File: src/bat_pkg.sv
`timescale 1ns / 1ps
// Shared codes and types for the bounded array table.
// Used by the controller, the storage cells, the top level and the checker.
package bat_pkg;

	localparam int DEFAULT_CAPACITY = 16;

	localparam logic [2:0] F_CLEAR  = 3'd0;
	localparam logic [2:0] F_APPEND = 3'd1;
	localparam logic [2:0] F_READ   = 3'd2;
	localparam logic [2:0] F_INSPOS = 3'd3;
	localparam logic [2:0] F_DELPOS = 3'd4;
	localparam logic [2:0] F_SORTED = 3'd5;
	localparam logic [2:0] F_DELVAL = 3'd6;
	localparam logic [2:0] F_UNUSED = 3'd7;

	localparam logic [2:0] ST_OK       = 3'd0;
	localparam logic [2:0] ST_BADPOS   = 3'd1;
	localparam logic [2:0] ST_FULL     = 3'd2;
	localparam logic [2:0] ST_EMPTY    = 3'd3;
	localparam logic [2:0] ST_NOTFOUND = 3'd4;

	typedef struct packed {
		logic load;
		logic shift;
		logic ins;
		logic del;
	} bat_cell_ctl_t;

endpackage

File: src/bat_cell.sv
`timescale 1ns / 1ps
// One storage cell of the table chain: a stored word and a probe word.
// Depends on bat_pkg for the cell control struct.
module bat_cell
	import bat_pkg::*;
#(
	parameter int CAPACITY = DEFAULT_CAPACITY,
	parameter int J = 0,
	localparam int IW = $clog2(CAPACITY)
) (
	input  logic          clk,
	input  bat_cell_ctl_t ctl,
	input  logic [IW-1:0] idx,
	input  logic [31:0]   val,
	input  logic [31:0]   left_entry,
	input  logic [31:0]   right_entry,
	input  logic [31:0]   right_probe,
	output logic [31:0]   entry,
	output logic [31:0]   probe
);

	localparam logic [IW-1:0] JI = IW'(J);

	logic [31:0] entry_q;
	logic [31:0] probe_q;

	always_ff @(posedge clk) begin
		if (ctl.ins) begin
			if (JI > idx) begin
				entry_q <= left_entry;
			end else if (JI == idx) begin
				entry_q <= val;
			end
		end else if (ctl.del) begin
			if (JI >= idx) begin
				entry_q <= right_entry;
			end
		end
		if (ctl.load) begin
			probe_q <= entry_q;
		end else if (ctl.shift) begin
			probe_q <= right_probe;
		end
	end

	assign entry = entry_q;
	assign probe = probe_q;

endmodule

File: src/bat_ctrl.sv
`timescale 1ns / 1ps
// Sequencer of the bounded array table: checks, scans the probe chain and
// issues load, shift, insert and delete commands to the cells. Depends on bat_pkg.
module bat_ctrl
	import bat_pkg::*;
#(
	parameter int CAPACITY = DEFAULT_CAPACITY,
	localparam int IW = $clog2(CAPACITY),
	localparam int FW = $clog2(CAPACITY + 1)
) (
	input  logic          clk,
	input  logic          arst_n,
	input  logic          start,
	input  logic [2:0]    func,
	input  logic [4:0]    position,
	input  logic [31:0]   value,
	input  logic [31:0]   head,
	output logic          busy,
	output bat_cell_ctl_t ctl,
	output logic [IW-1:0] cidx,
	output logic [31:0]   cval,
	output logic          done,
	output logic [2:0]    status,
	output logic [31:0]   data_out,
	output logic [4:0]    count
);

	localparam int CW = ((FW > 5) ? FW : 5) + 1;
	localparam logic [FW-1:0] FULL = FW'(CAPACITY);
	localparam logic S_IDLE = 1'b0;
	localparam logic S_SCAN = 1'b1;

	logic          state_q;
	logic [FW-1:0] fill_q;
	logic [2:0]    op_q;
	logic [31:0]   val_q;
	logic [IW-1:0] tgt_q;
	logic [IW-1:0] k_q;
	logic [IW-1:0] last_q;
	logic          done_q;
	logic [2:0]    status_q;
	logic [31:0]   data_q;

	logic          accept;
	logic [CW-1:0] fill_c;
	logic [CW-1:0] pos_c;
	logic          full;
	logic          empty;
	logic          bad_rd;
	logic          bad_ins;
	logic          fin;
	logic          scan;
	logic [2:0]    st_n;
	logic [31:0]   dat_n;
	logic [FW-1:0] fill_n;
	logic [IW-1:0] last_n;
	logic [IW-1:0] kp1;
	logic          at_tgt;
	logic          at_end;
	logic          le;

	assign busy    = (state_q != S_IDLE);
	assign accept  = start && !busy;
	assign fill_c  = CW'(fill_q);
	assign pos_c   = CW'(position);
	assign full    = (fill_q == FULL);
	assign empty   = (fill_q == '0);
	assign bad_rd  = (pos_c == '0) || (pos_c > fill_c);
	assign bad_ins = (pos_c == '0) || (pos_c > fill_c + CW'(1));
	assign kp1     = k_q + IW'(1);
	assign at_tgt  = (k_q == tgt_q);
	assign at_end  = (FW'(k_q) == fill_q - FW'(1));
	assign le      = ($signed(head) <= $signed(val_q));
	assign cval    = busy ? val_q : value;

	always_comb begin
		ctl    = '0;
		cidx   = '0;
		fin    = 1'b0;
		scan   = 1'b0;
		st_n   = ST_OK;
		dat_n  = '0;
		fill_n = fill_q;
		last_n = last_q;
		if (state_q == S_IDLE) begin
			if (accept) begin
				case (func)
					F_CLEAR: begin
						fill_n = '0;
						fin    = 1'b1;
					end
					F_APPEND: begin
						fin = 1'b1;
						if (full) begin
							st_n = ST_FULL;
						end else begin
							ctl.ins = 1'b1;
							cidx    = fill_q[IW-1:0];
							fill_n  = fill_q + FW'(1);
						end
					end
					F_READ, F_DELPOS, F_DELVAL: begin
						if (empty) begin
							fin  = 1'b1;
							st_n = ST_EMPTY;
						end else if (bad_rd && func != F_DELVAL) begin
							fin  = 1'b1;
							st_n = ST_BADPOS;
						end else begin
							scan     = 1'b1;
							ctl.load = 1'b1;
						end
					end
					F_INSPOS: begin
						fin = 1'b1;
						if (bad_ins) begin
							st_n = ST_BADPOS;
						end else if (full) begin
							st_n = ST_FULL;
						end else begin
							ctl.ins = 1'b1;
							cidx    = IW'(pos_c - CW'(1));
							fill_n  = fill_q + FW'(1);
						end
					end
					F_SORTED: begin
						if (full) begin
							fin  = 1'b1;
							st_n = ST_FULL;
						end else if (empty) begin
							fin     = 1'b1;
							ctl.ins = 1'b1;
							fill_n  = fill_q + FW'(1);
						end else begin
							scan     = 1'b1;
							ctl.load = 1'b1;
						end
					end
					default: begin
						fin = 1'b1;
					end
				endcase
			end
		end else begin
			ctl.shift = 1'b1;
			case (op_q)
				F_READ: begin
					if (at_tgt) begin
						fin   = 1'b1;
						dat_n = head;
					end
				end
				F_DELPOS: begin
					if (at_tgt) begin
						fin     = 1'b1;
						dat_n   = head;
						ctl.del = 1'b1;
						cidx    = k_q;
						fill_n  = fill_q - FW'(1);
					end
				end
				F_DELVAL: begin
					if (head == val_q) begin
						fin     = 1'b1;
						dat_n   = head;
						ctl.del = 1'b1;
						cidx    = k_q;
						fill_n  = fill_q - FW'(1);
					end else if (at_end) begin
						fin  = 1'b1;
						st_n = ST_NOTFOUND;
					end
				end
				F_SORTED: begin
					if (le) begin
						last_n = kp1;
					end
					if (at_end) begin
						fin     = 1'b1;
						ctl.ins = 1'b1;
						cidx    = le ? kp1 : last_q;
						fill_n  = fill_q + FW'(1);
					end
				end
				default: begin
					fin = 1'b1;
				end
			endcase
		end
	end

	always_ff @(posedge clk or negedge arst_n) begin
		if (!arst_n) begin
			state_q <= S_IDLE;
			fill_q  <= '0;
			done_q  <= 1'b0;
			k_q     <= '0;
			last_q  <= '0;
		end else begin
			done_q <= fin;
			fill_q <= fill_n;
			if (state_q == S_IDLE) begin
				k_q    <= '0;
				last_q <= '0;
				if (scan) begin
					state_q <= S_SCAN;
				end
			end else begin
				k_q    <= kp1;
				last_q <= last_n;
				if (fin) begin
					state_q <= S_IDLE;
				end
			end
		end
	end

	always_ff @(posedge clk) begin
		if (accept) begin
			op_q  <= func;
			val_q <= value;
			tgt_q <= IW'(pos_c - CW'(1));
		end
		if (fin) begin
			status_q <= st_n;
			data_q   <= dat_n;
		end
	end

	assign done     = done_q;
	assign status   = status_q;
	assign data_out = data_q;
	assign count    = fill_c[4:0];

endmodule

File: src/bounded_array_table.sv
`timescale 1ns / 1ps
// Bounded array table: a chain of CAPACITY cells holding a packed word list.
// Clear, append, insert at position, sorted insert into an empty table and failed checks
// need no probe walk; read and delete at position walk to the position, delete value to the
// match (or the end if none matches), sorted insert the whole list, one cell a cycle. Busy
// falls as the result is strobed, so the next request can be taken in that cycle; results
// cannot be held off. Asynchronous reset empties count and control, not the words.
module bounded_array_table
	import bat_pkg::*;
#(
	parameter int CAPACITY = DEFAULT_CAPACITY
) (
	input  logic        clk,
	input  logic        arst_n,
	input  logic        start,
	output logic        busy,
	input  logic [2:0]  func,
	input  logic [4:0]  position,
	input  logic [31:0] value,
	output logic        done,
	output logic [2:0]  status,
	output logic [31:0] data_out,
	output logic [4:0]  count
);

	localparam int IW = $clog2(CAPACITY);

	bat_cell_ctl_t ctl;
	logic [IW-1:0] cidx;
	logic [31:0]   cval;
	logic [31:0]   entry_w [CAPACITY];
	logic [31:0]   probe_w [CAPACITY];

	bat_ctrl #(.CAPACITY(CAPACITY)) u_ctrl (
		.clk      (clk),
		.arst_n   (arst_n),
		.start    (start),
		.func     (func),
		.position (position),
		.value    (value),
		.head     (probe_w[0]),
		.busy     (busy),
		.ctl      (ctl),
		.cidx     (cidx),
		.cval     (cval),
		.done     (done),
		.status   (status),
		.data_out (data_out),
		.count    (count)
	);

	for (genvar j = 0; j < CAPACITY; j++) begin : g_cell
		logic [31:0] left_w;
		logic [31:0] right_w;
		logic [31:0] rprobe_w;
		if (j == 0) begin : g_first
			assign left_w = '0;
		end else begin : g_mid
			assign left_w = entry_w[j-1];
		end
		if (j == CAPACITY - 1) begin : g_last
			assign right_w  = entry_w[j];
			assign rprobe_w = '0;
		end else begin : g_inner
			assign right_w  = entry_w[j+1];
			assign rprobe_w = probe_w[j+1];
		end
		bat_cell #(.CAPACITY(CAPACITY), .J(j)) u_cell (
			.clk         (clk),
			.ctl         (ctl),
			.idx         (cidx),
			.val         (cval),
			.left_entry  (left_w),
			.right_entry (right_w),
			.right_probe (rprobe_w),
			.entry       (entry_w[j]),
			.probe       (probe_w[j])
		);
	end

endmodule

File: config.mk
export PLATFORM = sky130hd
export DESIGN_NAME = bounded_array_table
export DESIGN_NICKNAME = d
export VERILOG_FILES = /design/src/bat_pkg.sv /design/src/bat_cell.sv /design/src/bat_ctrl.sv /design/src/bounded_array_table.sv
export SDC_FILE = /design/constraint.sdc
export NUM_CORES = 2
export LEC_CHECK = 0
export ABC_CLOCK_PERIOD_IN_PS = 40800
export BUFFER_PORTS_ARGS = -buffer_cell sky130_fd_sc_hd__buf_2
export CORE_MARGIN = 2
export CORE_UTILIZATION = 30
export CTS_CLUSTER_SIZE = 25
export DETAILED_ROUTE_END_ITERATION = 7
export MAX_ROUTING_LAYER = met4
export PLACE_DENSITY_LB_ADDON = 0.05
export SYNTH_ARGS = -nofsm -noshare
export SYNTH_HDL_FRONTEND = slang
export SYNTH_SLANG_ARGS = --single-unit
export TNS_END_PERCENT = 30
File: constraint.sdc
create_clock -name clk -period 40.8 [get_ports clk]
set_clock_uncertainty 0.2 [all_clocks]
set_input_delay 2.04 -clock clk [delete_from_list [all_inputs] [get_ports clk]]
set_output_delay 2.04 -clock clk [all_outputs]
set_load 0.01 [all_outputs]
Yosys cells after proc, flatten, opt, wreduce, memory -nomap -nowiden
Index checks and enable logic that the tools add are counted.
- register bits after elaboration: 1113
- add/sub/neg operators: 5
- magnitude comparators: 34
- equal/unequal tests: 53
- multiplexer cells: 180
- reduce and logical (&&, ||, !) cells: 49
- operators with widths (kind ; count):
    two-way mux 32 bit ; 112
    one-hot mux 32 bit (2 select lines) ; 1
    two-way mux 4 bit ; 12
    inequality test 3 x 1 -> 1 bit (second input constant) ; 16
    two-way mux 5 bit ; 9
    AND reduction 3 bit ; 15
    nonzero test 2 bit ; 19
    equality test 32 bit ; 1
    equality test 4 bit (first input constant) ; 8
    greater-than comparator 4 bit (first input constant) ; 8
    less-or-equal comparator 32 bit ; 1
    >= comparator 4 bit (first input constant) ; 7
    two-way mux 1 bit ; 28
    two-way mux 3 bit ; 7
    one-hot mux 5 bit (4 select lines) ; 1
    equality test 3 bit (second input constant) ; 6
    equality test 3 x 4 -> 1 bit (first input constant) ; 4
    >= comparator 3 x 4 -> 1 bit (first input constant) ; 4
    greater-than comparator 3 x 4 -> 1 bit (first input constant) ; 4
    one-hot mux 5 bit (3 select lines) ; 1
    inequality test 3 bit (second input constant) ; 4
    one-hot mux 4 bit (3 select lines) ; 1
    equality test 3 x 2 -> 1 bit (second input constant) ; 3
    one-hot mux 3 bit (3 select lines) ; 1
    other kinds (36) ; 48

Depth between registers and ports, before layout
- depth in word-level cells: 11
- depth in mapped cells: 18
- depth with buffers taken out: 15

Hierarchy
A second synthesis with hierarchy kept.
- cells, all modules: 4072
- area, all modules: 54920.2 um^2
- by module, submodules not included (module ; times used ; cells each ; area each (um^2) ; sequential area each (um^2)):
    bat_cell at g_cell[1].u_cell ... ; 2 ; 210 ; 3007.9 ; 1921.8
    bat_ctrl ; 1 ; 515 ; 5557.8 ; 2597.5
    bat_cell at g_cell[10].u_cell ; 1 ; 259 ; 3508.4 ; 1921.8
    bat_cell at g_cell[12].u_cell ; 1 ; 252 ; 3299.4 ; 1921.8
    bat_cell at g_cell[2].u_cell ; 1 ; 256 ; 3255.6 ; 1921.8
    bat_cell at g_cell[4].u_cell ; 1 ; 253 ; 3210.6 ; 1921.8
    bat_cell at g_cell[8].u_cell ; 1 ; 211 ; 3057.9 ; 1921.8
    bat_cell at g_cell[6].u_cell ; 1 ; 246 ; 3044.2 ; 1921.8
    bat_cell at g_cell[0].u_cell ; 1 ; 139 ; 3022.9 ; 1921.8
    bat_cell at g_cell[13].u_cell ; 1 ; 210 ; 3010.4 ; 1921.8
    bat_cell at g_cell[14].u_cell ; 1 ; 247 ; 3010.4 ; 1921.8
    bat_cell at g_cell[7].u_cell ; 1 ; 246 ; 3006.6 ; 1921.8
    bat_cell at g_cell[15].u_cell ; 1 ; 209 ; 3002.9 ; 1921.8
    bat_cell at g_cell[9].u_cell ; 1 ; 246 ; 2989.1 ; 1921.8
    3 more rows ; n/a ; n/a ; n/a ; n/a

Worst setup path after synthesis
Ideal clock, no wire load.
- path type: input port to flip-flop
- start point: in position[1]
- end point: reg g_cell[0].u_cell.probe_q[0], enable pin
- setup time: 2.097 ns
- data arrival time: 39.216 ns
- required time: 38.503 ns
- setup slack: -0.713 ns
- cell stages on the path: 10
- cell sequence: ha_1 nor2b_1 o21a_1 o21a_1 o21a_1 o22a_1 o22ai_1 nand2_1 o32a_1 o21ai_0
- cells in the longest elaborated chain, start to end: 9
- elaborated cells on any way between the ends: 10
- classes of those cells: 1 x order compare; 5 x mux; 4 x reduce/logical
- RTL lines (element ; line ; source):
    start: declaration ; bounded_array_table.sv:18 ; input logic [4:0] position,
    greater-than comparator 5 bit or logical NOT 6 bit (tied branches) ; bat_ctrl.sv:68 ; assign bad_rd = (pos_c == '0) || (pos_c > fill_c);
    logical OR 1 bit * ; bat_ctrl.sv:68 ;
    logical AND 1 bit * ; bat_ctrl.sv:106 ; end else if (bad_rd && func != F_DELVAL) begin
    two-way mux 1 bit * ; bat_ctrl.sv:106 ;
    two-way mux 1 bit * ; bat_ctrl.sv:103 ; if (empty) begin
    one-hot mux 1 bit (2 select lines) * ; bat_ctrl.sv:87 ; case (func)
    two-way mux 1 bit * ; bat_ctrl.sv:86 ; if (accept) begin
    two-way mux 1 bit * ; bat_ctrl.sv:85 ; if (state_q == S_IDLE) begin
    nonzero test 2 bit (no source line) * ; n/a ;
    end signal: assignment ; bat_cell.sv:40 ; probe_q <= entry_q;
    end signal: assignment ; bat_cell.sv:42 ; probe_q <= right_probe;
    end: declaration ; bat_cell.sv:25 ; logic [31:0] probe_q;
Mark *: on every way between the ends. The rest lies on a longest branch, timed or not.
A chain may end at the register's enable or synchronous reset.

Final worst setup path
- start point: in position[1]
- end point: reg g_cell[14].u_cell.probe_q[9] (data pin)
- cells in the longest elaborated chain, start to end: 9
- elaborated cells on any way between the ends: 10
- classes of those cells: 1 x order compare; 6 x mux; 3 x reduce/logical
- RTL lines (element ; line ; source):
    greater-than comparator 5 bit or logical NOT 6 bit (tied branches) ; bat_ctrl.sv:68 ;
    logical OR 1 bit * ; bat_ctrl.sv:68 ;
    logical AND 1 bit * ; bat_ctrl.sv:106 ;
    two-way mux 1 bit * ; bat_ctrl.sv:106 ;
    two-way mux 1 bit * ; bat_ctrl.sv:103 ;
    one-hot mux 1 bit (2 select lines) * ; bat_ctrl.sv:87 ;
    two-way mux 1 bit * ; bat_ctrl.sv:86 ;
    two-way mux 1 bit * ; bat_ctrl.sv:85 ;
    two-way mux 32 bit * ; bat_cell.sv:39 ; if (ctl.load) begin
    end signal: assignment ; bat_cell.sv:40 ;
    end signal: assignment ; bat_cell.sv:42 ;
    end: declaration ; bat_cell.sv:25 ;
Marks and branches as above.

==> flow_metrics.tcl <==
set metrics [dict create \
    hold_slack_ns 0.3293 \
    synthTopCellsByArea "edfxtp_1, mux2_2, mux2i_1, nor2_1, a21oi_1" \
    critPathSlowestCell "buf_4" \
    setup_ws_ns 32.81 \
    hp-class "reg -> reg" \
    antenna_found_initial 5 \
    synthCells 3949 \
    clock_path_buffers 3 \
    wl_mm 162.6 \
    grt_start_max_net_pins 190 \
    coreArea_sq_um 174200 \
    timing.rr.end "g_cell[2].u_cell.entry[4]" \
    combPwrFrac_pct 21.7 \
    post_cts_resized 0 \
    cp_num_cells 17 \
    report.final.slew_viol_count 0 \
    drt_iter0_markers 3244 \
    ant_nets 0 \
    p_sw_mw 1.097 \
    power_frac_seq_pct 47.3 \
    p_sw_share_pct 29.51 \
    yosysWarnings 0 \
    filler_cell_count 17010 \
    r2r_slack_ns 33.27 \
    die-area_sq_um 179200 \
    ctsRootBufferMaster "clkbuf_16" \
    clk_pin_slew_ns 0.06 \
    finalCritPeriodShare_pct 19.58 \
    peakVddDrop_v 0.00004778 \
    vias 33080 \
    p_leak_nw 21.09 \
    synth-seq-cells 1113 \
    synth_ff_type "edfxtp_1" \
    yosysSeqAreaShare_pct 63.23 \
    grt_pass1_wl_mm 238.5 \
    cts_tree "built" \
    synth_area_leader_cell "edfxtp_1" \
    synthesis.nets 4039 \
    track_usage_pct 18.38 \
    synth_commonest_cells "edfxtp_1, mux2_2, nor2_1, a21oi_1" \
    fin_nets 4072 \
    powerDensity_nw_per_um2 61.82 \
    p_int_mw 2.621 \
    rows 153 \
    path_max_fanout 67 \
    overflow 0 \
    tightest_slew_ns 1.198 \
    cp-startpoint "position[1]" \
    min_period_ns 7.988 \
    clock_latency_ns 0.78 \
    wire_per_inst_um 25.42 \
    crit_family "buffers and inverters" \
    worst_path_largest_cell_delay_ns 0.92 \
    preCtsSetupSlack_ns 31.95 \
    status "finished, final reports clean" \
    start_util_pct 30.27 \
    reg2reg_depth 13 \
    worstReg2RegStart "g_cell[0].u_cell.probe[29]" \
    cts_sinks 1113 \
    clockPowerShare_pct 31.1 \
    crit_path_end_kind "register" \
    crit_top_cell "buf_4" \
    avgSynthCellArea_sq_um 13.35 \
    fmax_mhz 125.2 \
    grt_pass1_vias 32070 \
    avgViaCountPerCell 5.171 \
    rsz0062_at_grt "no" \
    place_congestion 0.7768 \
    hold_buffers 0 \
    cp_cell_sequence "buf_2 > ha_1 > nor2b_1 > o21a_1 > o21a_1 > o21a_1 > o22a_1 > o22ai_1 > nand2_1 > o32a_1 > nor2_4 > buf_4 > buf_4 > buf_4 > buf_4 > buf_4 > mux2_2" \
    worst_ep_arrival_time_ns 8.30 \
    fin_setup_tns_ns 0 \
    crit_type "in -> reg" \
    htreeDepth 4 \
    worstSetupEndpoint "g_cell[14].u_cell.probe[9]" \
    start_kind "input pin" \
    hpwlAfterDp_mm 99.58 \
    die_w_um 423.3 \
    synth-edff-count 1098 \
    fp.dieH_um 423.3 \
    async_flop_share_pct 1.348 \
    io_buffers 84 \
    synth_top_cell_area_share_pct 62.52 \
    firstDrtPassIters 5 \
    post-synth-top-count-cell "edfxtp_1" \
    netlist_area_sq_um 52740 \
    worst-endpoint-required_ns 41.11 \
    critPathBufInv 6 \
    area_delta_synth_final_pct 14.05 \
    ys_types 70 \
    cap_violations 0 \
    floorplan.io_pins 85 \
    finalHoldViolCount 0 \
    numCtsBuffers 137 \
    finalSetupViolCount 0 \
    slew_headroom_pct 19.95 \
    drc 0 \
    post_cts.repair.setup_buffers 0 \
    drive_gt1_share_pct 23.26 \
]
-- layer usage --
metal  track usage (%)  vias to the layer above  share of wire (%)
met2             24.68                      985                 41
met1             28.21                    16660                 52
met4             4.472                        0                1.7
li1                  -                    15260                  -
met3             3.161                      186                5.6
met5                 -                        -                  0
-- kinds of logic (layout without fill, tap and decap cells) --
family                     after synthesis  after routing  share of synthesized area [%]
xor gates and xnor gates                19             19                         0.3155
and+or+nand+nor                        843            843                          7.229
adders and majority gates               47             47                          1.115
AOI/OAI and AO/OA                      840            840                          10.18
DFF                                   1113           1113                          63.23
other                                    0              1                              0
muxes                                  739            739                          15.32
buffers and inverters                  348            471                          2.614
-- per-stage QoR --
step	util, %	cell area (sq um)	std cells	power, mW
6_report	34.53	60150	6398	3.718
5_1_grt	34.53	60150	6398	3.909
4_1_cts	34.52	60140	6397	3.772
3_5_place_dp	32.17	56040	6168	2.592
3_3_place_gp	32.17	56040	6168	2.591
2_1_floorplan	-	52740	3949	2.480
-- flip-flops by register name, indices dropped and copies added (netlist names) --
name	flops
u_ctrl.busy	1
u_ctrl.data_out	32
u_ctrl.op_q	3
u_ctrl.last_q	4
u_ctrl.count	5
u_ctrl.tgt_q	4
u_ctrl.k_q	4
u_ctrl.status	3
g_cell.u_cell.probe	512
g_cell.u_cell.entry	512
u_ctrl.done	1
u_ctrl.val_q	32
-- power by group through the flow --
stage | registers, mW | logic (mW) | clock network (mW)
after floorplan | 1.94 | 0.543 | 0
after global placement | 1.78 | 0.808 | 0
after detailed placement | 1.78 | 0.811 | 0
after CTS | 1.76 | 0.819 | 1.19
after global routing | 1.78 | 0.891 | 1.23
final | 1.76 | 0.805 | 1.16
-- tightest hold or removal path: cells and delay by family (launching register included) --
family | cells | cell delay [ns]
simple gates | 1 | 0.08
flops | 1 | 0.34
mux | 1 | 0.07
-- worst min path at each step --
stage,depth (start not counted),from,end
final,2,u_ctrl.last_q[3],u_ctrl.last_q[3]
after global routing,1,g_cell[11].u_cell.probe[11],g_cell[10].u_cell.probe[11]
after CTS,1,g_cell[11].u_cell.probe[11],g_cell[10].u_cell.probe[11]
after detailed placement,2,u_ctrl.last_q[3],u_ctrl.last_q[3]
after global placement,2,u_ctrl.last_q[0],u_ctrl.last_q[0]
after floorplan,2,u_ctrl.last_q[1],u_ctrl.last_q[1]
-- cells in the final DEF, fill, tap and decap left out, drive strengths merged, types with 32 or more instances in the layout --
cell    instances
a21oi         287
a221o          94
a221oi         61
a32oi          32
and2           70
and3           96
buf           188
clkbuf        177
clkinv         38
edfxtp       1098
ha             47
inv            61
mux2          544
mux2i         195
nand2         188
nand3          50
nor2          390
o21ai         273
o221ai         32
-- area by class of cell --
type / instances / area, sq um / area share, %
repair buffers: 188 / 1251 / 2.080
clock buffers: 177 / 3674 / 6.108
multi-input cells: 2488 / 18320 / 30.46
diodes: 1 / 2.502 / 0.004161
clock inverters: 52 / 427.9 / 0.7114
inverters: 54 / 210.2 / 0.3495
flip-flops and latches: 1113 / 33350 / 55.45
well taps: 2325 / 2909 / 4.837
(Power assumes the default switching activity.)
